## src/rtl/core/gmse_pkg.sv

```systemverilog
// Shared constants, types and helpers for the grid majority smooth / edge mark block.
// Used by every module under rtl/core; no dependencies of its own.
`default_nettype none

package gmse_pkg;

    // Largest supported frame size
    localparam int unsigned MAX_WIDTH  = 1024;
    localparam int unsigned MAX_HEIGHT = 1024;
    localparam int unsigned MAX_DIM    = (MAX_WIDTH > MAX_HEIGHT) ? MAX_WIDTH : MAX_HEIGHT;

    // Counter width holds the height plus the two flush rows
    localparam int unsigned CNT_W  = $clog2(MAX_DIM + 3);
    localparam int unsigned ADDR_W = $clog2(MAX_WIDTH);

    // Field widths
    localparam int unsigned CELL_W     = 4;
    localparam int unsigned TDATA_W    = 8;
    localparam int unsigned CFG_IDX_W  = 2;
    localparam int unsigned CFG_DATA_W = 11;

    // Configuration register indexes
    localparam logic [CFG_IDX_W-1:0] REG_FRAME_WIDTH  = 2'd0;
    localparam logic [CFG_IDX_W-1:0] REG_FRAME_HEIGHT = 2'd1;
    localparam logic [CFG_IDX_W-1:0] REG_PASS_MODE    = 2'd2;

    // Pass modes
    localparam logic MODE_SMOOTH = 1'b0;
    localparam logic MODE_MARK   = 1'b1;

    // Cell codes and thresholds
    localparam logic [CELL_W-1:0] CELL_FLOOR = 4'd0;
    localparam logic [CELL_W-1:0] CELL_WALL  = 4'd1;
    localparam logic [3:0]        MAJORITY   = 4'd5;
    localparam logic [2:0]        SIXTH_LAST = 3'd5;
    localparam logic [1:0]        THIRD_LAST = 2'd2;

    localparam logic [CFG_DATA_W-1:0] RESET_SIZE = 11'd24;

    // One cell travelling from the input stage into the line buffer
    typedef struct packed {
        logic              emit;    // this transaction releases a result
        logic              last;    // result is the last cell of the frame
        logic              border;  // result cell lies on the frame border
        logic [CELL_W-1:0] color;   // marking color for the result cell
        logic [CELL_W-1:0] tile;    // value stored into the line buffer
        logic [ADDR_W-1:0] addr;    // line buffer column
    } t_item;

    // Result side flags carried next to the 3x3 window
    typedef struct packed {
        logic              last;
        logic              border;
        logic [CELL_W-1:0] color;
    } t_res;

    // 3x3 window, row-major, oldest row first; center at index 4
    typedef logic [8:0][CELL_W-1:0] t_window;

    // Map a written size onto 1..maxv
    function automatic logic [CNT_W-1:0] clamp_size(input logic [CFG_DATA_W-1:0] v,
                                                    input int unsigned maxv);
        logic [CNT_W-1:0] r;
        if (v == '0) begin
            r = CNT_W'(1);
        end else if (int'(v) > int'(maxv)) begin
            r = CNT_W'(maxv);
        end else begin
            r = CNT_W'(v);
        end
        return r;
    endfunction

endpackage

`default_nettype wire

```

## src/rtl/core/gmse_eval.sv

```systemverilog
// Window evaluation (majority smoothing or edge marking) and the output register.
// Depends on gmse_pkg.
`default_nettype none

module gmse_eval (
    input  wire                              i_clk,
    input  wire                              i_rst_n,
    input  wire                              i_mode,
    input  wire                              i_res_valid,
    input  gmse_pkg::t_res                   i_res,
    input  gmse_pkg::t_window                i_win,
    input  wire                              i_out_ready,
    output logic                             o_en,
    output logic                             o_out_valid,
    output logic [gmse_pkg::CELL_W-1:0]      o_cell,
    output logic                             o_last
);

    logic [8:0]                  zero_map;
    logic [3:0]                  zeros;
    logic [gmse_pkg::CELL_W-1:0] center, value;
    logic                        out_free, load;
    logic                        r_out_valid, r_out_last;
    logic [gmse_pkg::CELL_W-1:0] r_out_cell;

    // Count floor cells in the window and pick the result
    always_comb begin
        for (int i = 0; i < 9; i++) begin
            zero_map[i] = (i_win[i] == gmse_pkg::CELL_FLOOR);
        end
        zeros  = 4'($countones(zero_map));
        center = i_win[4];
        if (i_res.border) begin
            value = center;
        end else if (i_mode == gmse_pkg::MODE_SMOOTH) begin
            value = (zeros >= gmse_pkg::MAJORITY) ? gmse_pkg::CELL_FLOOR : gmse_pkg::CELL_WALL;
        end else if ((center == gmse_pkg::CELL_WALL) && (zero_map != '0)) begin
            value = i_res.color;
        end else begin
            value = center;
        end
    end

    // Stall the pipe only when a result is stuck behind a full output register
    always_comb begin
        out_free = !r_out_valid || i_out_ready;
        load     = i_res_valid && out_free;
        o_en     = !i_res_valid || out_free;
    end

    always_ff @(posedge i_clk) begin
        if (!i_rst_n) begin
            r_out_valid <= 1'b0;
        end else if (out_free) begin
            r_out_valid <= i_res_valid;
        end
    end

    always_ff @(posedge i_clk) begin
        if (load) begin
            r_out_cell <= value;
            r_out_last <= i_res.last;
        end
    end

    assign o_out_valid = r_out_valid;
    assign o_cell      = r_out_cell;
    assign o_last      = r_out_last;

endmodule

`default_nettype wire

```

## config.mk

```make
export PLATFORM = sky130hd
export DESIGN_NAME = gmse_eval
export DESIGN_NICKNAME = d
export VERILOG_FILES = /design/src/rtl/core/gmse_pkg.sv /design/src/rtl/core/gmse_eval.sv
export SDC_FILE = /design/constraint.sdc
export NUM_CORES = 1
export LEC_CHECK = 0
export BUFFER_PORTS_ARGS = -buffer_cell sky130_fd_sc_hd__buf_2
export CELL_PAD_IN_SITES_DETAIL_PLACEMENT = 1
export CELL_PAD_IN_SITES_GLOBAL_PLACEMENT = 1
export CORE_ASPECT_RATIO = 1.1
export CORE_MARGIN = 5
export CORE_UTILIZATION = 25
export DETAILED_ROUTE_END_ITERATION = 6
export PLACE_DENSITY_LB_ADDON = 0.1
export RECOVER_POWER = 50
export SLEW_MARGIN = 20
export SYNTH_ARGS = -nofsm -noshare
export SYNTH_HDL_FRONTEND = slang
export SYNTH_SLANG_ARGS = --single-unit
```

## constraint.sdc

```tcl
create_clock -name i_clk -period 4.3 [get_ports i_clk]
set_input_delay 0.43 -clock i_clk [delete_from_list [all_inputs] [get_ports i_clk]]
set_output_delay 0.43 -clock i_clk [all_outputs]
set_load 0.005 [all_outputs]
```

# == Yosys cells after proc, flatten, opt, wreduce, memory -nomap -nowiden ==
# Cells that the tools add are included.
# Widths: inputs -> output; s select.
# word_totals
regBits,6
latch_bits,0
ramBits,0
rom_bits,0
input_bits,47
out_inout_bits,7
elab_cells,33
n_memories,0
# op_classes
addsub,8
mul,0
div_mod_pow,0
order_cmp,1
eq_ne,1
n_shift,0
muxes,4
n_bitwise,0
reduce_logical,16
# op_table
operator,n
$logic_not 4->1,9
$mux 4,3
$reduce_bool 9->1,1
$add 1x1->2,4
$add 2x2->3,2
$add 3x3->4,1
$add 4x1->4,1
$eq 4x1->1 const B,1
$ge 4x3->1 const B,1
$logic_and 1x1->1,2
$logic_not 1->1,2
$logic_or 1x1->1,2
$mux 1,1

# == Logic depth before layout (Yosys ltp) ==
# depth
depth_word,9
ltp_mapped,14
depth_no_buf,14

# == Worst setup path before layout ==
# Ideal clock, no wire load.
# synth_path
kind,in2reg
from,in i_win[7] (netlist bit)
to,reg r_out_cell (netlist bit o_cell[0]) (data pin)
setup_ns,0.263
t_arrival_ns,3.687
required_time_ns,4.037
path_slack_ns,0.350
cell_stages,14
path_buffers,0
path_cell_list,or4_1 inv_1 fa_1 inv_1 fa_1 fa_1 inv_1 fa_1 inv_1 fa_1 inv_1 o21ai_0 a31oi_1 a22oi_1
# synth_via
elab_chain_cells,9
word_cells_on_any_way,12
classes_between,add/sub: 4; order compare: 1; mux: 4; reduce/logical: 3
# synth_rtl
item,line_no,text
start: declaration,gmse_eval.sv:11,"input gmse_pkg::t_window i_win,"
$logic_not 4->1 *,gmse_eval.sv:29,zero_map[i] = (i_win[i] == gmse_pkg::CELL_FLOOR);
$add 1x1->2 (implied by the code),gmse_eval.sv:31,zeros = 4'($countones(zero_map));
$add 2x2->3 (implied by the code),gmse_eval.sv:31,
$add 3x3->4 (implied by the code),gmse_eval.sv:31,
$add 4x1->4 (implied by the code),gmse_eval.sv:31,
$ge 4x3->1,gmse_eval.sv:36,value = (zeros >= gmse_pkg::MAJORITY) ? gmse_pkg::CELL_FLOOR : gmse_pkg::CELL_WALL;
$mux 1,gmse_eval.sv:36,
$mux 4 *,gmse_eval.sv:35,end else if (i_mode == gmse_pkg::MODE_SMOOTH) begin
$mux 4 *,gmse_eval.sv:33,if (i_res.border) begin
named net value (one bit),gmse_eval.sv:21,"logic [gmse_pkg::CELL_W-1:0] center, value;"
end signal: assignment,gmse_eval.sv:61,r_out_cell <= value;
end: declaration,gmse_eval.sv:24,logic [gmse_pkg::CELL_W-1:0] r_out_cell;
# The timed path passes the listed nets; every way through them passes the cells marked *.
# A chain may end at the register's enable or synchronous reset.

# == Worst setup path after layout ==
# Ends and elaborated chain as after synthesis.

==> summary.txt <==
Clock network
  – Post-CTS Setup Bufs: 0
  – Worst-path clk slew: around 0.05 ns
  – Num CTS Buffers: 3
  – Clk buf depth: 2
  – Clock Latency Late Sink: about 0.24 ns
  – Resize count post-CTS: 0
  – Clock Sinks: 6
  – Clock root buffer: clkbuf_4
  – CTS Hold Bufs: 0
  – # H-tree levels: 1
  – CTS tree: done

STA
  – Worst-Margin Slew: between 0.7 and 0.8 ns
  – Clock period minus worst slack: ~4 ns
  – Relative slew slack: between 40% and 50%
  – Setup tns final: 0 ns
  – Final-report max-slew violation count: 0
  – Hold Vio Cnt, Final: 0
  – Final period util: just over 90%
  – WHS: approximately 0.37 ns
  – Post-Route Skew: approximately 0.011 ns
  – Max Fclk: between 200 and 300 MHz
  – RSZ-0062 raised after global routing: false
  – Final Setup Violations: 0

Detailed routing
  – Max layer used: met4
  – Vias/cell: ~4.6
  – Met1 WL: between 500 and 600 um
  – Post-Route WL: 1760 um
  – Final ANT Viol Nets: 0
  – Met3 WL post-DR: about 150 um
  – Avg WL per Cell: approximately 12 um
  – Via count: 661
  – Remaining DRCs: 0
  – First-pass detailed-route iteration total: 3
  – DR WL met2: about 1100 um
  – Initial drt markers: 3

Hold path
  – Hold Path Sink: o_last$_DFFE_PP_
  – Hold Path Cell Cnt: 1
  – Hold Crit Start: i_res[5]
  – Hold crit path type: in2reg

Place
  – Post-DP HPWL: roughly 1600 um
  – Area post-placement: slightly above 900 sq um
  – # port buffers: 53
  – Gpl congestion: ~0.67

Pwr
  – Worst VDD drop: a little under 90 uV
  – Leakage Power: ~0.48 nW
  – PD cells: roughly 190 nW/um^2

Global routing
  – First-pass GRT wire length: 2970 um
  – Grt ovf: 0
  – Largest net degree at the start of global routing: 6
  – Antenna violations before repair: 0
  – Vias in the first global route: 746
  – GRT Total Usage: about 11%

Floorplan
  – Boundary Pins: 54
  – Initial Util: between 20% and 30%
  – Die area: between 3000 and 4000 sq um
  – Chip width: roughly 57 um
  – Rows: 18
  – Die H: 61.2 um
  – Core Box Area: between 2000 and 2500 sq um

Yosys
  – Top area cells in the synthesized netlist: edfxtp_1 25%, fa_1 17%, ha_1 6.3%
  – Top-area cell type share of the netlist area: ~25%
  – Sequential area share after synthesis: 28.6%
  – Synthesized net count: 110
  – Synthesized area: 596 sq um
  – Cell taking the most area after synthesis: edfxtp_1
  – Distinct cell type count after synthesis: 25
  – Syn. warnings: 0
  – Syn Inst Count: between 50 and 60
  – Mean cell area of the mapped netlist: ~11 sq um
  – Yosys reg bits: 6

Worst setup path
  – Worst Reg2Reg Path Length in Cells: 2
  – Crit-path max FO: 2
  – Worst R2R End: o_cell[3]$_DFFE_PP_
  – Critical Path RT: 4.29 ns
  – R2R setup slack: between 3 and 4 ns
  – Critical path class: in2reg
  – Reg2reg start: o_out_valid$_SDFFE_PN0N_
  – Worst EP arrival: about 4 ns
  – Startpoint types: input port
  – CP endpoint kind: flop

Cells and area
  – # diodes: 0
  – Nets: approximately 170
  – Post-route cell area: 928 sq um
  – Area grow syn2layout: 55.9%
  – Share of cells above drive strength 1: a little over half
  – # fillers: 294

Flow run
  – Max-Cap Viols: 0

Run status
  – Status: finished clean
-- worst max path at each step --
stage | from | endpoint | cells past startpoint
global route | i_win[7] | o_cell[0]$_DFFE_PP_ | 15
global placement | i_win[7] | o_cell[0]$_DFFE_PP_ | 15
CTS | i_win[7] | o_cell[0]$_DFFE_PP_ | 15
floorplan | i_win[7] | o_cell[0]$_DFFE_PP_ | 14
detailed placement | i_win[7] | o_cell[0]$_DFFE_PP_ | 15
finish | i_win[7] | o_cell[0]$_DFFE_PP_ | 15
-- metal layers --
layer	GRT usage (%)	up-vias
li1	-	320
met1	9.23	313
met2	24.9	26
met3	2.52	2
met4	5.08	0
met5	0	-
-- registers in the layout, indices dropped and copies added, names as in the netlist --
name,cells
o_last,1
o_out_valid,1
o_cell,4
-- critical path, stage by stage --
cell and delay [ns]:
buf_2 0.09, or4_1 0.54, inv_1 0.10, fa_1 0.41, inv_1 0.08, fa_1 0.42
fa_1 0.49, inv_1 0.05, fa_1 0.38, inv_1 0.08, fa_1 0.40, inv_1 0.06
o21ai_0 0.09, a31oi_1 0.19, a22oi_1 0.10
-- kinds of logic (layout without fill, tap and decap cells) --
family / count (synthesis) / in the layout / share of synthesized area [%]
compound gates: 10 / 10 / 13.0
xor+xnor: 1 / 1 / 1.47
fa+ha+maj: 8 / 8 / 23.1
buf+inv: 9 / 67 / 5.67
flops: 6 / 6 / 28.6
simple gates: 21 / 21 / 28.1
-- Yosys cell counts --
| cell | n |
|---|---|
| fa_1 | 5 |
| and4_4 | 1 |
| or4_1 | 4 |
| o21ai_0 | 1 |
| nor2_1 | 1 |
| dfxtp_1 | 1 |
| a22o_1 | 3 |
| nand3_1 | 1 |
| a211oi_2 | 1 |
| nor4b_4 | 1 |
| or2_2 | 1 |
| edfxtp_1 | 5 |
| nand2_1 | 4 |
| a21o_1 | 1 |
| ha_1 | 3 |
| a22oi_1 | 1 |
| nor4_2 | 2 |
| a21oi_1 | 1 |
| inv_1 | 9 |
| nor4_1 | 2 |
| xnor2_1 | 1 |
| nor2b_1 | 2 |
| or4_4 | 2 |
| a31oi_1 | 1 |
| o21a_1 | 1 |
-- cell usage in the layout, fill, tap and decap left out --
master	count
a22o_1	3
nand2_1	4
o21a_1	1
buf_4	1
nand3_1	1
edfxtp_1	5
or2_2	1
clkbuf_1	4
nor2b_1	2
nor4b_4	1
a22oi_1	1
a31oi_1	1
nor4_1	2
xnor2_1	1
buf_2	50
clkbuf_4	3
and4_4	1
nor2_1	1
a211oi_2	1
ha_1	3
a21oi_1	1
o21ai_0	1
or4_4	2
a21o_1	1
dfxtp_1	1
fa_1	5
nor4_2	2
or4_1	4
inv_1	9
-- through the flow --
stage / utilization, % / instances / total power [mW] / setup WS, ns
after global routing: 40.8 / 143 / 0.188 / 0.140
after CTS: 41.0 / 143 / 0.179 / 0.362
final: 40.8 / 143 / 0.175 / 0.392
after global placement: 39.8 / 139 / 0.120 / 0.174
after floorplan: - / 55 / 0.0912 / 0.350
after detailed placement: 39.8 / 139 / 0.122 / 0.0958
-- power breakdown --
part | switching, mW | internal (mW)
registers | 0.000806 | 0.0678
logic | 0.0219 | 0.0289
clock network | 0.0206 | 0.0352
-- area by class of cell --
type                            instances  area [sq um]  share of cell area, %
Clock buffer                            4          26.3                   2.83
Inverter                                9          33.8                   3.64
Multi-Input combinational cell         40           392                   42.2
Sequential cell                         6           170                   18.3
Tap cell                               30          37.5                   4.04
Timing Repair Buffer                   54           269                   29.0
No activity file was read; power rests on OpenSTA's default activity.
