--- src/rtl/core/gmse_pkg.sv ---
// Shared constants, types and helpers for the grid majority smooth / edge mark block.
// Used by every module under rtl/core; no dependencies of its own.
`default_nettype none

package gmse_pkg;

    // Largest supported frame size
    localparam int unsigned MAX_WIDTH  = 1024;
    localparam int unsigned MAX_HEIGHT = 1024;
    localparam int unsigned MAX_DIM    = (MAX_WIDTH > MAX_HEIGHT) ? MAX_WIDTH : MAX_HEIGHT;

    // Counter width holds the height plus the two flush rows
    localparam int unsigned CNT_W  = $clog2(MAX_DIM + 3);
    localparam int unsigned ADDR_W = $clog2(MAX_WIDTH);

    // Field widths
    localparam int unsigned CELL_W     = 4;
    localparam int unsigned TDATA_W    = 8;
    localparam int unsigned CFG_IDX_W  = 2;
    localparam int unsigned CFG_DATA_W = 11;

    // Configuration register indexes
    localparam logic [CFG_IDX_W-1:0] REG_FRAME_WIDTH  = 2'd0;
    localparam logic [CFG_IDX_W-1:0] REG_FRAME_HEIGHT = 2'd1;
    localparam logic [CFG_IDX_W-1:0] REG_PASS_MODE    = 2'd2;

    // Pass modes
    localparam logic MODE_SMOOTH = 1'b0;
    localparam logic MODE_MARK   = 1'b1;

    // Cell codes and thresholds
    localparam logic [CELL_W-1:0] CELL_FLOOR = 4'd0;
    localparam logic [CELL_W-1:0] CELL_WALL  = 4'd1;
    localparam logic [3:0]        MAJORITY   = 4'd5;
    localparam logic [2:0]        SIXTH_LAST = 3'd5;
    localparam logic [1:0]        THIRD_LAST = 2'd2;

    localparam logic [CFG_DATA_W-1:0] RESET_SIZE = 11'd24;

    // One cell travelling from the input stage into the line buffer
    typedef struct packed {
        logic              emit;    // this transaction releases a result
        logic              last;    // result is the last cell of the frame
        logic              border;  // result cell lies on the frame border
        logic [CELL_W-1:0] color;   // marking color for the result cell
        logic [CELL_W-1:0] tile;    // value stored into the line buffer
        logic [ADDR_W-1:0] addr;    // line buffer column
    } t_item;

    // Result side flags carried next to the 3x3 window
    typedef struct packed {
        logic              last;
        logic              border;
        logic [CELL_W-1:0] color;
    } t_res;

    // 3x3 window, row-major, oldest row first; center at index 4
    typedef logic [8:0][CELL_W-1:0] t_window;

    // Map a written size onto 1..maxv
    function automatic logic [CNT_W-1:0] clamp_size(input logic [CFG_DATA_W-1:0] v,
                                                    input int unsigned maxv);
        logic [CNT_W-1:0] r;
        if (v == '0) begin
            r = CNT_W'(1);
        end else if (int'(v) > int'(maxv)) begin
            r = CNT_W'(maxv);
        end else begin
            r = CNT_W'(v);
        end
        return r;
    endfunction

endpackage

`default_nettype wire

--- src/rtl/core/gmse_ctrl.sv ---
// Input stage: configuration registers, input/output position counters and color tracking.
// Depends on gmse_pkg.
`default_nettype none

module gmse_ctrl (
    input  wire                                   i_clk,
    input  wire                                   i_rst_n,
    input  wire                                   i_cfg_we,
    input  wire  [gmse_pkg::CFG_IDX_W-1:0]        i_cfg_idx,
    input  wire  [gmse_pkg::CFG_DATA_W-1:0]       i_cfg_data,
    input  wire                                   i_in_valid,
    input  wire  [gmse_pkg::CELL_W-1:0]           i_cell,
    input  wire                                   i_pad,
    input  wire                                   i_en,
    output logic                                  o_in_ready,
    output logic                                  o_mode,
    output logic                                  o_push,
    output gmse_pkg::t_item                       o_item
);

    localparam int unsigned W = gmse_pkg::CNT_W;

    logic [W-1:0] r_w, r_h;
    logic         r_mode;
    logic [W-1:0] r_in_col, r_in_row, r_out_col, r_out_row;
    logic [W-1:0] n_in_col, n_in_row, n_out_col, n_out_row;
    logic [2:0]   r_col_m6, r_row_m6, n_col_m6, n_row_m6;
    logic [1:0]   r_col_s3, r_row_s3, n_col_s3, n_row_s3;

    logic         accept, drop, in_frame, emit, col_end, row_end, last, border;
    logic         in_col_end, in_row_open;
    logic [2:0]   color_sum, color_mod;

    // Write configuration registers
    always_ff @(posedge i_clk) begin
        if (!i_rst_n) begin
            r_w    <= gmse_pkg::clamp_size(gmse_pkg::RESET_SIZE, gmse_pkg::MAX_WIDTH);
            r_h    <= gmse_pkg::clamp_size(gmse_pkg::RESET_SIZE, gmse_pkg::MAX_HEIGHT);
            r_mode <= gmse_pkg::MODE_SMOOTH;
        end else if (i_cfg_we) begin
            unique case (i_cfg_idx)
                gmse_pkg::REG_FRAME_WIDTH:
                    r_w <= gmse_pkg::clamp_size(i_cfg_data, gmse_pkg::MAX_WIDTH);
                gmse_pkg::REG_FRAME_HEIGHT:
                    r_h <= gmse_pkg::clamp_size(i_cfg_data, gmse_pkg::MAX_HEIGHT);
                gmse_pkg::REG_PASS_MODE:
                    r_mode <= i_cfg_data[0];
                default: ;
            endcase
        end
    end

    // Classify the incoming transaction
    always_comb begin
        accept      = i_in_valid && i_en;
        drop        = i_pad && (r_in_row == '0) && (r_in_col == '0);
        in_frame    = r_in_row < r_h;
        emit        = (r_in_row >= W'(2)) || ((r_in_row == W'(1)) && (r_in_col != '0));
        col_end     = ({1'b0, r_out_col} + (W+1)'(1)) >= {1'b0, r_w};
        row_end     = ({1'b0, r_out_row} + (W+1)'(1)) >= {1'b0, r_h};
        last        = col_end && row_end;
        border      = (r_out_col == '0) || (r_out_row == '0) || col_end || row_end;
        in_col_end  = ({1'b0, r_in_col} + (W+1)'(1)) >= {1'b0, r_w};
        in_row_open = {1'b0, r_in_row} < ({1'b0, r_h} + (W+1)'(2));
        color_sum   = {1'b0, r_col_s3} + {1'b0, r_row_s3};
        color_mod   = (color_sum >= 3'd3) ? (color_sum - 3'd3) : color_sum;
    end

    // Advance position counters
    always_comb begin
        n_in_col  = r_in_col;
        n_in_row  = r_in_row;
        n_out_col = r_out_col;
        n_out_row = r_out_row;
        n_col_m6  = r_col_m6;
        n_col_s3  = r_col_s3;
        n_row_m6  = r_row_m6;
        n_row_s3  = r_row_s3;
        if (accept && !drop) begin
            if (in_col_end) begin
                n_in_col = '0;
                if (in_row_open) begin
                    n_in_row = r_in_row + W'(1);
                end
            end else begin
                n_in_col = r_in_col + W'(1);
            end
            if (emit) begin
                if (last) begin
                    n_in_col  = '0;
                    n_in_row  = '0;
                    n_out_col = '0;
                    n_out_row = '0;
                    n_col_m6  = '0;
                    n_col_s3  = '0;
                    n_row_m6  = '0;
                    n_row_s3  = '0;
                end else if (col_end) begin
                    n_out_col = '0;
                    n_col_m6  = '0;
                    n_col_s3  = '0;
                    n_out_row = r_out_row + W'(1);
                    if (r_row_m6 == gmse_pkg::SIXTH_LAST) begin
                        n_row_m6 = '0;
                        n_row_s3 = (r_row_s3 == gmse_pkg::THIRD_LAST) ? 2'd0 : r_row_s3 + 2'd1;
                    end else begin
                        n_row_m6 = r_row_m6 + 3'd1;
                    end
                end else begin
                    n_out_col = r_out_col + W'(1);
                    if (r_col_m6 == gmse_pkg::SIXTH_LAST) begin
                        n_col_m6 = '0;
                        n_col_s3 = (r_col_s3 == gmse_pkg::THIRD_LAST) ? 2'd0 : r_col_s3 + 2'd1;
                    end else begin
                        n_col_m6 = r_col_m6 + 3'd1;
                    end
                end
            end
        end
    end

    // Hold counters
    always_ff @(posedge i_clk) begin
        if (!i_rst_n) begin
            r_in_col  <= '0;
            r_in_row  <= '0;
            r_out_col <= '0;
            r_out_row <= '0;
            r_col_m6  <= '0;
            r_col_s3  <= '0;
            r_row_m6  <= '0;
            r_row_s3  <= '0;
        end else begin
            r_in_col  <= n_in_col;
            r_in_row  <= n_in_row;
            r_out_col <= n_out_col;
            r_out_row <= n_out_row;
            r_col_m6  <= n_col_m6;
            r_col_s3  <= n_col_s3;
            r_row_m6  <= n_row_m6;
            r_row_s3  <= n_row_s3;
        end
    end

    // Hand the cell to the line buffer
    always_comb begin
        o_in_ready    = i_en;
        o_mode        = r_mode;
        o_push        = accept && !drop;
        o_item.emit   = emit;
        o_item.last   = last;
        o_item.border = border;
        o_item.color  = gmse_pkg::CELL_W'(color_mod + 3'd1);
        o_item.tile   = (in_frame && !i_pad) ? i_cell : gmse_pkg::CELL_FLOOR;
        o_item.addr   = r_in_col[gmse_pkg::ADDR_W-1:0];
    end

endmodule

`default_nettype wire

--- config.mk ---
export PLATFORM = sky130hd
export DESIGN_NAME = gmse_ctrl
export DESIGN_NICKNAME = d
export VERILOG_FILES = /design/src/rtl/core/gmse_pkg.sv /design/src/rtl/core/gmse_ctrl.sv
export SDC_FILE = /design/constraint.sdc
export NUM_CORES = 1
export LEC_CHECK = 0
export ABC_AREA = 1
export BUFFER_PORTS_ARGS = -buffer_cell sky130_fd_sc_hd__buf_2
export CORE_MARGIN = 4
export CORE_UTILIZATION = 51
export CTS_CLUSTER_SIZE = 12
export DETAILED_ROUTE_END_ITERATION = 10
export PLACE_DENSITY_LB_ADDON = 0.25
export SLEW_MARGIN = 10
export SYNTH_ARGS = -nofsm -noshare
export SYNTH_HDL_FRONTEND = slang
export SYNTH_SLANG_ARGS = --single-unit
export TNS_END_PERCENT = 10
--- constraint.sdc ---
create_clock -name i_clk -period 2.3 [get_ports i_clk]
set_input_delay 0 -clock i_clk [delete_from_list [all_inputs] [get_ports i_clk]]
set_output_delay 0 -clock i_clk [all_outputs]
set_load 0.03 [all_outputs]
======== After elaboration in Yosys (flattened, before gate mapping) ========
Index checks and enable logic that the tools add are counted.
word-level totals
  register bits after elaboration ......... 77
  bits in latches ......................... 0
  memory bits (writable) .................. 0
  ROM bits ................................ 0
  input bits .............................. 23
  output and inout bits ................... 24
  logic and storage cells ................. 100
  memories ................................ 0
cells by class
  $add $sub $neg .......................... 15
  multiply operators ...................... 0
  divide/modulo/power cells ............... 0
  $lt $le $gt $ge ......................... 8
  equal/unequal tests ..................... 7
  shift-type cells ........................ 0
  muxes and demuxes ....................... 29
  bitwise gates (word level) .............. 0
  reductions and logical operators ........ 30
operator list
  operator                                                count
  2-to-1 mux 11 bit                                       13
  zero test 11 bit                                        5
  adder 11 x 1 -> 11 bit (second input constant)          4
  adder 11 x 1 -> 12 bit (second input constant)          3
  >= comparator 12 x 11 -> 1 bit                          3
  2-to-1 mux 3 bit                                        7
  2-to-1 mux 2 bit                                        8
  adder 11 x 2 -> 12 bit (second input constant)          1
  < comparator 11 x 12 -> 1 bit                           1
  equality test 11 x 1 -> 1 bit (second input constant)   1
  >= comparator 11 x 2 -> 1 bit (second input constant)   1
  greater-than comparator 11 bit (second input constant)  1
  < comparator 11 bit                                     1
  nonzero test 11 bit                                     1
  AND reduction 2 bit                                     4
  logical AND 1 bit                                       7
  adder 3 x 1 -> 3 bit (second input constant)            2
  equality test 2 bit (second input constant)             3
  equality test 3 bit (second input constant)             2
  AND reduction 3 bit                                     2
  adder 2 x 1 -> 2 bit (second input constant)            2
  adder 3 x 1 -> 4 bit (second input constant)            1
  logical OR 1 bit                                        4
  2-to-1 mux 4 bit                                        1
  other kinds (9)                                         11

======== Depth between registers and ports, before layout ========
Gate-level depths: netlist of the first run.
  depth in word-level cells ............... 6
  mapped depth ............................ 21

======== Worst setup path after synthesis of the first run ========
Ideal clock, no wire load.
  path type ............................... reg-to-output
  from .................................... register r_col_s3[0]
  to ...................................... output port o_item[15] in the netlist's numbering
  arrival ................................. 2.727 ns
  data required time ...................... 2.300 ns
  path slack .............................. -0.427 ns
  stages on the path, launching flop included .. 9
  cell sequence ........................... dfxtp_1 -> ha_1 -> fa_1 -> ha_1 -> ha_1 -> nor2_1 -> o21ai_0 -> xor2_1 -> xor2_1
RTL lines
  what                    line              source
  start, declared         gmse_ctrl.sv:28   logic [1:0] r_col_s3, r_row_s3, n_col_s3, n_row_s3;
  start signal, assigned  gmse_ctrl.sv:139  r_col_s3 <= n_col_s3;
  end, declared           gmse_ctrl.sv:18   output gmse_pkg::t_item o_item

==> flow_summary.yaml, run 1 <==
yosys:
  ys_async_sr_fraction: 0
  synthCells: 875
  synth_area_leaders: "dfxtp_1 26%, ha_1 14%, nand2_1 11%, inv_1 8.3%, a21oi_1 5.8%"
  synthAdderAreaFrac: 0.1432
  synth_common_cells: "174 x nand2_1, 133 x inv_1, 81 x nor2_1"
  syn_area_per_cell_sq_um: 6.849
  synth_edf_count: 0
  synth_area_sq_mm: 0.005993
  synth_top_area_cell: "dfxtp_1"
  synth_mux_area_frac: 0
  synth_cell_types: 40
  yosysWarningCount: 0
  ys_seq_elements: 77
  synth.most_common_cell: "nand2_1"
  synthSimpleGateAreaFrac: 0.3213
  synth_compound_area_frac: 0.1092
  synthFlopType: "dfxtp_1"
  seq_area_frac_synth: 0.2572
  syn_nets: 966
  synth_top_family_by_area: "simple AND/OR/NAND/NOR gates"
  post-synth-top-area-fraction: 0.2572
  synth_xor_area_frac: 0.04238
placement:
  placed_area_sq_mm: 0.007123
  io_buffers: 46
  routabilityCongestion: 0.9042
  dp_hpwl_mm: 11.13
  place_ws_ns: -0.2531
  dpl.cell_count: 1123
power:
  p_per_area_mw_per_mm2: 387.1
  internal_power_mw: 2.339
  clockPowerShare: 0.464
  switching_share: 0.2767
  p_total_mw: 3.234
  p_seq_frac: 0.424
  p_switching_mw: 0.8949
  leakage_nw: 3.934
  comb_power_share: 0.113
  vdd_drop_max_mv: 0.4858
worst_setup_path:
  worstPathRequired_ns: 2.30
  critPathKind: "reg -> out"
  crit_start: "r_out_col[0]"
  cp_slowest_cell: "dfxtp_4"
  worstPathMaxFanout: 3
  ff2ff_setup_slack_ns: -0.34
  startpoint_type: "flip-flop"
  r2r_end: "r_out_row[9]"
  arrival_ns: 2.64
  r2r_start: "r_out_col[1]"
  cp-end-kind: "output pin"
  critPathMaxStageDelay_ns: 0.36
  crit_end: "o_item[18]"
  reg2regPathDepth: 14
  path_cells: "ha_4, inv_1, nor3b_2, buf_4, nor2_1, ha_1, nand2_1, nor2_1, nand3_1, nand3_2, nor2_4, nand2_4, buf_4, inv_1, nand4_1, buf_6"
global_route:
  grt_start_max_net_pins: 31
  overflow: 0
  grt_antenna_before_repair: 0
  grt_pass1_wl_mm: 27.01
  grt_pass1_vias: 5823
  grtUsageTotal: 0.2511
min_path:
  hold_depth: 3
  hold_path.class: "in -> reg"
timing:
  fin_tns_setup_ns: -12.78
  fmax_mhz: 378.4
  tightest_slew_ns: 0.7708
  final.period_utilization: 1.149
  slew_violations: 0
  hold_viol: 0
  fin_worst_skew_ns: 0.007585
  setup_violations: 59
  setup_slack_ns: -0.3429
  rsz0062_at_grt: "true"
  slew_headroom: 0.4855
  min_period_ns: 2.643
  whs_ns: 0.02389
final_layout:
  register_area_sq_mm: 0.001588
  utilization: 0.7286
  fin_nets: 1125
  stdcell_count: 1182
  n_fill_cell: 853
  multi_input_area_sq_mm: 0.004308
  area_delta_synth_final_pct: 39.42
  stdcell_area_sq_mm: 0.008356
  antenna_cells: 0
  drive_gt1_frac: 0.3369
floorplanning:
  coreArea_sq_mm: 0.01147
  ios: 47
  die-area_sq_mm: 0.01355
  die_y_microns: 116.4
  die_x_microns: 116.4
  initial_core_util: 0.5226
  rows: 39
routing:
  wl_per_cell_microns: 14.50
  antenna_violating_nets_post_route: 0
  dr.pass1.iters: 5
  drtIter0Drc: 408
  vias: 6210
  wl_mm: 17.14
  drc: 0
  viasPerCell: 5.254
job:
  drv_cap: 0
clocking:
  cts_root_buffer: "clkbuf_16"
  cts.sinks: 77
  clock_latency_ns: 0.36
  htreeDepth: 3
  path_clk_slew_ns: 0.07
  cts_buffers: 9
  cts_tree: "done"
  cts_buffer_depth: 2
outcome:
  violations: "negative setup slack"
  status: "finished with violations"
-- cells in the final DEF, fill, tap and decap left out, types with 4 or more instances in the layout --
cell type,count
xnor2_1,5
nand2_1,160
inv_1,123
dfxtp_2,16
dfxtp_1,54
nand3_4,4
ha_1,53
buf_4,118
a21oi_1,58
o21ai_0,25
nand2_4,8
inv_2,12
nand4_1,22
buf_6,9
nor3_1,12
nand2_2,16
nor2_4,12
nor3_2,4
o21ai_1,4
dfxtp_4,7
ha_4,13
buf_2,38
nor2_1,71
nor4_1,4
nand2_8,5
nand3_2,16
clkbuf_16,10
nor2_2,16
a21oi_2,13
o211ai_1,5
nand3_1,53
buf_12,5
xor2_1,17
dlygate4sd3_1,10
-- timing repair --
item                       4_1_cts  5_1_grt
hold buffers                    10        0
setup endpoints to repair       60       63
hold endpoints to repair        18        0
pin swaps                       35       44
buffers inserted                18       10
gates cloned                     4        1
resized for setup               70       63
-- flip-flops by register name, indices dropped and copies added (netlist names) --
| signal | cells |
|---|---|
| r_col_s3 | 2 |
| r_row_s3 | 2 |
| r_row_m6 | 3 |
| r_col_m6 | 3 |
| r_in_col | 11 |
| r_w | 11 |
| r_out_row | 11 |
| o_mode | 1 |
| r_in_row | 11 |
| r_out_col | 11 |
| r_h | 11 |
-- worst min-delay path by stage --
stage	endpoint	startpoint	slack (ns)
finish	o_mode	i_cfg_we	0.02
global route	r_h[2]	i_cfg_data[2]	0.03
CTS	r_w[2]	i_cfg_data[2]	0.002
detailed placement	o_in_ready	i_en	0.27
global placement	o_in_ready	i_en	0.27
floorplan	r_w[3]	i_cfg_data[3]	0.13
-- final cells by class --
cell class | count | area share
multi-input combinational | 626 | 0.5156
clock buffer | 9 | 0.02695
clock inverter | 7 | 0.008835
sequential | 77 | 0.1900
timing repair buffer | 183 | 0.1751
inverter | 137 | 0.06214
tap | 143 | 0.02141
-- routing by layer --
metal / routed length, microns / GRT usage / part of all wire
met2: 8262 / 0.4256 / 0.48
met5: 0 / 0 / 0
met1: 7532 / 0.3066 / 0.44
met4: 465 / 0.1036 / 0.027
met3: 876 / 0.05699 / 0.051
-- cell families (layout without fill, tap and decap cells) --
| group | Yosys count | count (layout) |
|---|---|---|
| flops | 77 | 77 |
| fa+ha+maj | 68 | 68 |
| simple gates | 407 | 409 |
| buf+inv | 174 | 336 |
| xor+xnor | 29 | 29 |
| compound gates | 120 | 120 |
-- power by group through the flow --
stage / registers [mW] / logic [mW] / clock network, mW
6_report: 1.37 / 0.365 / 1.50
5_1_grt: 1.37 / 0.405 / 1.57
4_1_cts: 1.37 / 0.333 / 1.52
3_5_place_dp: 1.40 / 0.302 / 0
3_3_place_gp: 1.40 / 0.296 / 0
2_1_floorplan: 1.40 / 0.196 / 0
-- worst max-delay path, delay by kind of cell (launching register included) --
kind / cells / cell delay, ns
fa+ha+maj: 2 / 0.45
buf+inv: 5 / 0.58
flops: 1 / 0.36
simple gates: 9 / 0.90
No activity file was read; power rests on OpenSTA's default activity.
==> inputs of run 2 (changes only) <==
--- a/config.mk
+++ b/config.mk
@@ -7,6 +7,7 @@
 export LEC_CHECK = 0
 export ABC_AREA = 1
 export BUFFER_PORTS_ARGS = -buffer_cell sky130_fd_sc_hd__buf_2
+export CORE_ASPECT_RATIO = 0.5
 export CORE_MARGIN = 4
 export CORE_UTILIZATION = 51
 export CTS_CLUSTER_SIZE = 12
==> run 2 against run 1 <==
Net effect:
- clock power is 5% higher
- the flow still finishes with violations (negative setup slack)
- critical endpoint unchanged
- final cell count is 0.93% lower
- cell area is 4.1% lower
- critical path type unchanged
- routed wire length is 0.76% lower
- flip-flop and latch count stayed put
- combinational power is 4% lower
- clock-buffer cell count stayed put
==> flow_summary.yaml, run 2 (synthesis results as in run 1) <==
outcome:
  status: "finished with violations"
  violations: "negative setup slack"
power:
  p_total_mw: 3.297
  vdd_drop_max_mv: 0.3343
  p_seq_frac: 0.416
  comb_power_share: 0.106
  internal_power_mw: 2.442
  leakage_nw: 3.759
  clockPowerShare: 0.478
  p_per_area_mw_per_mm2: 411.5
  switching_share: 0.2593
  p_switching_mw: 0.8550
floorplanning:
  die-area_sq_mm: 0.01366
  coreArea_sq_mm: 0.01122
  rows: 27
  initial_core_util: 0.5344
  die_y_microns: 84.66
  ios: 47
  die_x_microns: 161.3
worst_setup_path:
  startpoint_type: "flip-flop"
  reg2regPathDepth: 14
  r2r_start: "r_out_col[0]"
  r2r_end: "r_in_col[3]"
  worstPathRequired_ns: 2.30
  worstPathMaxFanout: 4
  ff2ff_setup_slack_ns: -0.34
  critPathKind: "reg -> out"
  cp-end-kind: "output pin"
  arrival_ns: 2.66
routing:
  dr.pass1.iters: 6
  highest_layer: "met4"
  dr_wl_met3_mm: 1.152
  vias: 6215
  drc: 0
  viasPerCell: 5.307
  dr_wl_met2_mm: 7.814
  wl_met1_mm: 7.616
  wl_per_cell_microns: 14.52
  antenna_violating_nets_post_route: 0
  wl_mm: 17.01
  drtIter0Drc: 510
final_layout:
  register_area_sq_mm: 0.001577
  final_common_cell: "nand2_1"
  antenna_cells: 0
  multi_input_area_sq_mm: 0.004182
  drive_gt1_frac: 0.2866
  stdcell_area_sq_mm: 0.008011
  stdcell_count: 1171
  area_delta_synth_final_pct: 33.67
  n_fill_cell: 858
  fin_nets: 1098
  layout_common_cells: "165 x nand2_1, 127 x inv_1, 91 x buf_4"
timing:
  fmax_mhz: 376.4
  setup_slack_ns: -0.3569
  tightest_slew_ns: 0.6957
  min_period_ns: 2.657
  slew_headroom: 0.5357
  slew_violations: 0
  fin_worst_skew_ns: 0.01067
  hold_viol: 0
  whs_ns: 0.009277
  final.period_utilization: 1.155
  setup_violations: 59
  rsz0062_at_grt: "true"
global_route:
  grtUsageTotal: 0.2495
  grt_pass1_vias: 6030
  grt_start_max_net_pins: 31
  grt_pass1_wl_mm: 28.13
  overflow: 0
  grt_antenna_before_repair: 0
job:
  drv_cap: 0
clocking:
  clock_latency_ns: 0.34
  cts_root_buffer: "clkbuf_16"
  cts.sinks: 77
  cts_buffers: 9
  cts_buffer_depth: 2
  path_clk_slew_ns: 0.06
  cts_tree: "done"
  htreeDepth: 3
placement:
  dpl.cell_count: 1131
  io_buffers: 46
  place_ws_ns: -0.3039
  placed_area_sq_mm: 0.007058
  routabilityCongestion: 0.8884
  dp_hpwl_mm: 11.79
min_path:
  hp-start: "i_cfg_data[10]"
  hold-path-endpoint: "r_h[10]"
  hold_depth: 3
  hold_path.class: "in -> reg"
[run 2: critical path: stages, from the launching register on]
cell and delay [ns]:
dfxtp_2 0.36, ha_4 0.15, nand2_4 0.06, nor4_4 0.28, nand2_1 0.10, xor2_1 0.13, inv_1 0.08, ha_1 0.27
nand2_1 0.09, inv_1 0.05, nand4_1 0.08, nand2_1 0.08, inv_2 0.08, nand2_4 0.09, buf_6 0.13, inv_2 0.03
nand4_1 0.09, buf_6 0.16
[run 2: repair_timing]
action | in CTS | in global routing
gates cloned | 4 | 0
setup buffers | 7 | 2
pin swaps | 30 | 8
gates resized for setup | 82 | 18
hold buffers | 12 | 0
setup endpoints to repair | 61 | 64
endpoints found under the hold margin | 18 | 0
[run 2: power groups by stage]
stage	combinational, mW	clock (mW)	sequential, mW
3_3_place_gp	0.298	0	1.40
2_1_floorplan	0.196	0	1.40
3_5_place_dp	0.307	0	1.40
6_report	0.350	1.58	1.37
4_1_cts	0.340	1.59	1.37
5_1_grt	0.389	1.66	1.37
[run 2: final cells by class]
| cell class | instances | area share |
|---|---|---|
| clock inverters | 7 | 0.01218 |
| well taps | 159 | 0.02483 |
| repair buffers | 156 | 0.1513 |
| clock buffers | 9 | 0.02811 |
| inverters | 137 | 0.06481 |
| multi-input cells | 626 | 0.5219 |
| flip-flops and latches | 77 | 0.1968 |
[run 2: routing by layer]
layer	track usage	vias to the layer above
li1	-	3107
met1	0.3244	2846
met2	0.4107	219
met3	0.05836	43
met4	0.08282	0
met5	0	-
[run 2: stage by stage]
stage	TNS [ns]	utilization
2_1_floorplan	-0.1067	-
5_1_grt	-25.12	0.7143
3_3_place_gp	-7.140	0.6293
6_report	-14.93	0.7143
3_5_place_dp	-11.60	0.6293
4_1_cts	-9.832	0.7072
[run 2: worst max-delay path by stage]
stage	from	endpoint	slack, ns	depth (start not counted)
5_1_grt	r_in_col[2]	r_in_col[3]	-0.52	16
2_1_floorplan	r_h[2]	r_in_row[7]	-0.02	17
6_report	r_out_row[0]	o_item[18]	-0.36	17
4_1_cts	r_out_row[0]	o_item[18]	-0.35	17
3_5_place_dp	r_h[2]	r_in_row[1]	-0.30	16
3_3_place_gp	r_h[2]	r_in_row[1]	-0.23	16
==> inputs of run 3 (changes only) <==
--- a/config.mk
+++ b/config.mk
@@ -6,7 +6,7 @@
 export NUM_CORES = 1
 export LEC_CHECK = 0
 export ABC_AREA = 1
-export BUFFER_PORTS_ARGS = -buffer_cell sky130_fd_sc_hd__buf_2
+export BUFFER_PORTS_ARGS = -buffer_cell sky130_fd_sc_hd__buf_4
 export CORE_ASPECT_RATIO = 0.5
 export CORE_MARGIN = 4
 export CORE_UTILIZATION = 51
==> run 3 against run 2 <==
Net effect:
- the run still ends with negative setup slack left
- worst setup slack got worse by 0.034 ns
- flip-flop and latch count is the same
- sequential power about the same
- largest cell class unchanged
==> flow_summary.yaml, run 3 (synthesis results as in run 1) <==
floorplanning:
  die_y_microns: 84.66
  die_x_microns: 161.3
  ios: 47
  die-area_sq_mm: 0.01366
  coreArea_sq_mm: 0.01122
  initial_core_util: 0.5344
  rows: 27
timing:
  hold_viol: 0
  slew_headroom: 0.6116
  fmax_mhz: 371.6
  setup_violations: 59
  rsz0062_at_grt: "true"
  whs_ns: 0.07355
  fin_worst_skew_ns: 0.009780
  slew_violations: 0
  min_period_ns: 2.691
  setup_slack_ns: -0.3907
  final.period_utilization: 1.170
  tightest_slew_ns: 0.5820
final_layout:
  multi_input_area_sq_mm: 0.004285
  n_fill_cell: 764
  layout_common_cells: "164 x nand2_1, 136 x buf_4, 122 x inv_1"
  stdcell_count: 1185
  final_common_cell: "nand2_1"
  register_area_sq_mm: 0.001593
  fin_nets: 1112
  area_delta_synth_final_pct: 40.10
  antenna_cells: 0
  drive_gt1_frac: 0.3197
placement:
  dp_hpwl_mm: 11.64
  io_buffers: 46
  routabilityCongestion: 0.8614
  place_ws_ns: -0.2717
  dpl.cell_count: 1126
routing:
  antenna_violating_nets_post_route: 0
  wl_per_cell_microns: 15.54
  viasPerCell: 5.401
  wl_mm: 18.42
  vias: 6400
  dr.pass1.iters: 6
  drtIter0Drc: 519
  drc: 0
worst_setup_path:
  startpoint_type: "flip-flop"
  arrival_ns: 2.92
  cp_slowest_cell: "dfxtp_4"
  cp-end-kind: "flip-flop"
  worstPathRequired_ns: 2.53
  worstPathMaxFanout: 9
  critPathMaxStageDelay_ns: 0.37
  critPathKind: "reg -> reg"
  path_cells: "ha_4, inv_2, nor3b_2, nand2_1, xnor2_2, ha_1, nand2_1, nor2_4, and3_1, nand2_4, nand2_8, buf_12, nor2_4, buf_6, a22oi_1, nor2_1"
global_route:
  grtUsageTotal: 0.2539
  grt_pass1_wl_mm: 28.57
  grt_antenna_before_repair: 0
  overflow: 0
  grt_pass1_vias: 6173
  grt_start_max_net_pins: 32
outcome:
  violations: "negative setup slack"
  status: "finished with violations"
power:
  vdd_drop_max_mv: 0.3325
  p_per_area_mw_per_mm2: 392.4
  leakage_nw: 3.882
clocking:
  cts_tree: "done"
  cts_buffers: 9
  cts.sinks: 77
  cts_buffer_depth: 2
  path_clk_slew_ns: 0.06
  htreeDepth: 3
  clock_latency_ns: 0.35
  cts_root_buffer: "clkbuf_16"
job:
  drv_cap: 0
min_path:
  hold_path.class: "in -> reg"
-- run 3: cell types whose count changed in the layout (fill, tap and decap cells not counted), moves of 3 or more --
cell     delta
a21oi_2     +3
buf_4      +45
inv_1       -5
a21oi_1     -3
inv_2       +3
nor2_1      -6
dfxtp_2     +4
buf_2      -38
dfxtp_4     +3
dfxtp_1     -7
buf_12      +3
nor2_2      +4
-- run 3: per-stage QoR --
stage | total power [mW] | setup TNS [ns] | util | area [sq um]
floorplan | 1.595 | -0.1067 | - | 6197
global placement | 1.712 | -6.963 | 0.6373 | 7148
detailed placement | 1.720 | -10.04 | 0.6373 | 7148
CTS | 3.281 | -10.15 | 0.7163 | 8034
global route | 3.411 | -26.17 | 0.7487 | 8397
finish | 3.295 | -17.63 | 0.7487 | 8397
-- run 3: power breakdown --
group | leakage, nW | switching, mW | total, mW | internal [mW]
registers | 0.636 | 0.0197 | 1.37 | 1.35
clock network | 0.146 | 0.602 | 1.55 | 0.949
logic | 3.10 | 0.224 | 0.375 | 0.151
-- run 3: final cells by class --
| class | count | area share |
|---|---|---|
| well taps | 159 | 0.02369 |
| clock buffers | 10 | 0.02727 |
| flip-flops and latches | 77 | 0.1897 |
| repair buffers | 170 | 0.1761 |
| multi-input cells | 626 | 0.5104 |
| inverters | 137 | 0.06243 |
| clock inverters | 6 | 0.01043 |
-- run 3: metal layers --
layer	vias up	wire, microns	track usage	part of all wire
li1	3121	-	-	-
met1	2975	7909	0.3228	0.43
met4	0	536	0.07353	0.029
met2	244	8667	0.4328	0.47
met3	60	1305	0.05934	0.071
met5	-	0	0	0
-- run 3: final timing paths --
check                      from            to  slack [ns]  depth (start not counted)
hold / removal    i_cfg_data[0]        r_w[0]        0.07                          3
setup reg to reg   r_out_col[0]  r_out_col[4]       -0.39                         16
setup / recovery   r_out_col[0]  r_out_col[4]       -0.39                         16
hold reg to reg     r_col_m6[2]   r_col_m6[2]        0.47                          2
-- run 3: critical path: cells and delay by family (launching register included) --
kind	cells	cell delay (ns)
XOR/XNOR	1	0.15
flip-flops	1	0.37
AND/OR/NAND/NOR	9	1.09
buffers and inverters	3	0.30
adder cells (fa/ha/maj)	2	0.43
AO/OA/AOI/OAI	1	0.22
-- run 3: what timing repair did --
action	4_1_cts	5_1_grt
setup endpoints to repair	59	64
endpoints found under the hold margin	19	0
setup buffers	14	11
pin swaps	38	41
resized for setup	69	63
hold buffers	13	0
gates cloned	3	2
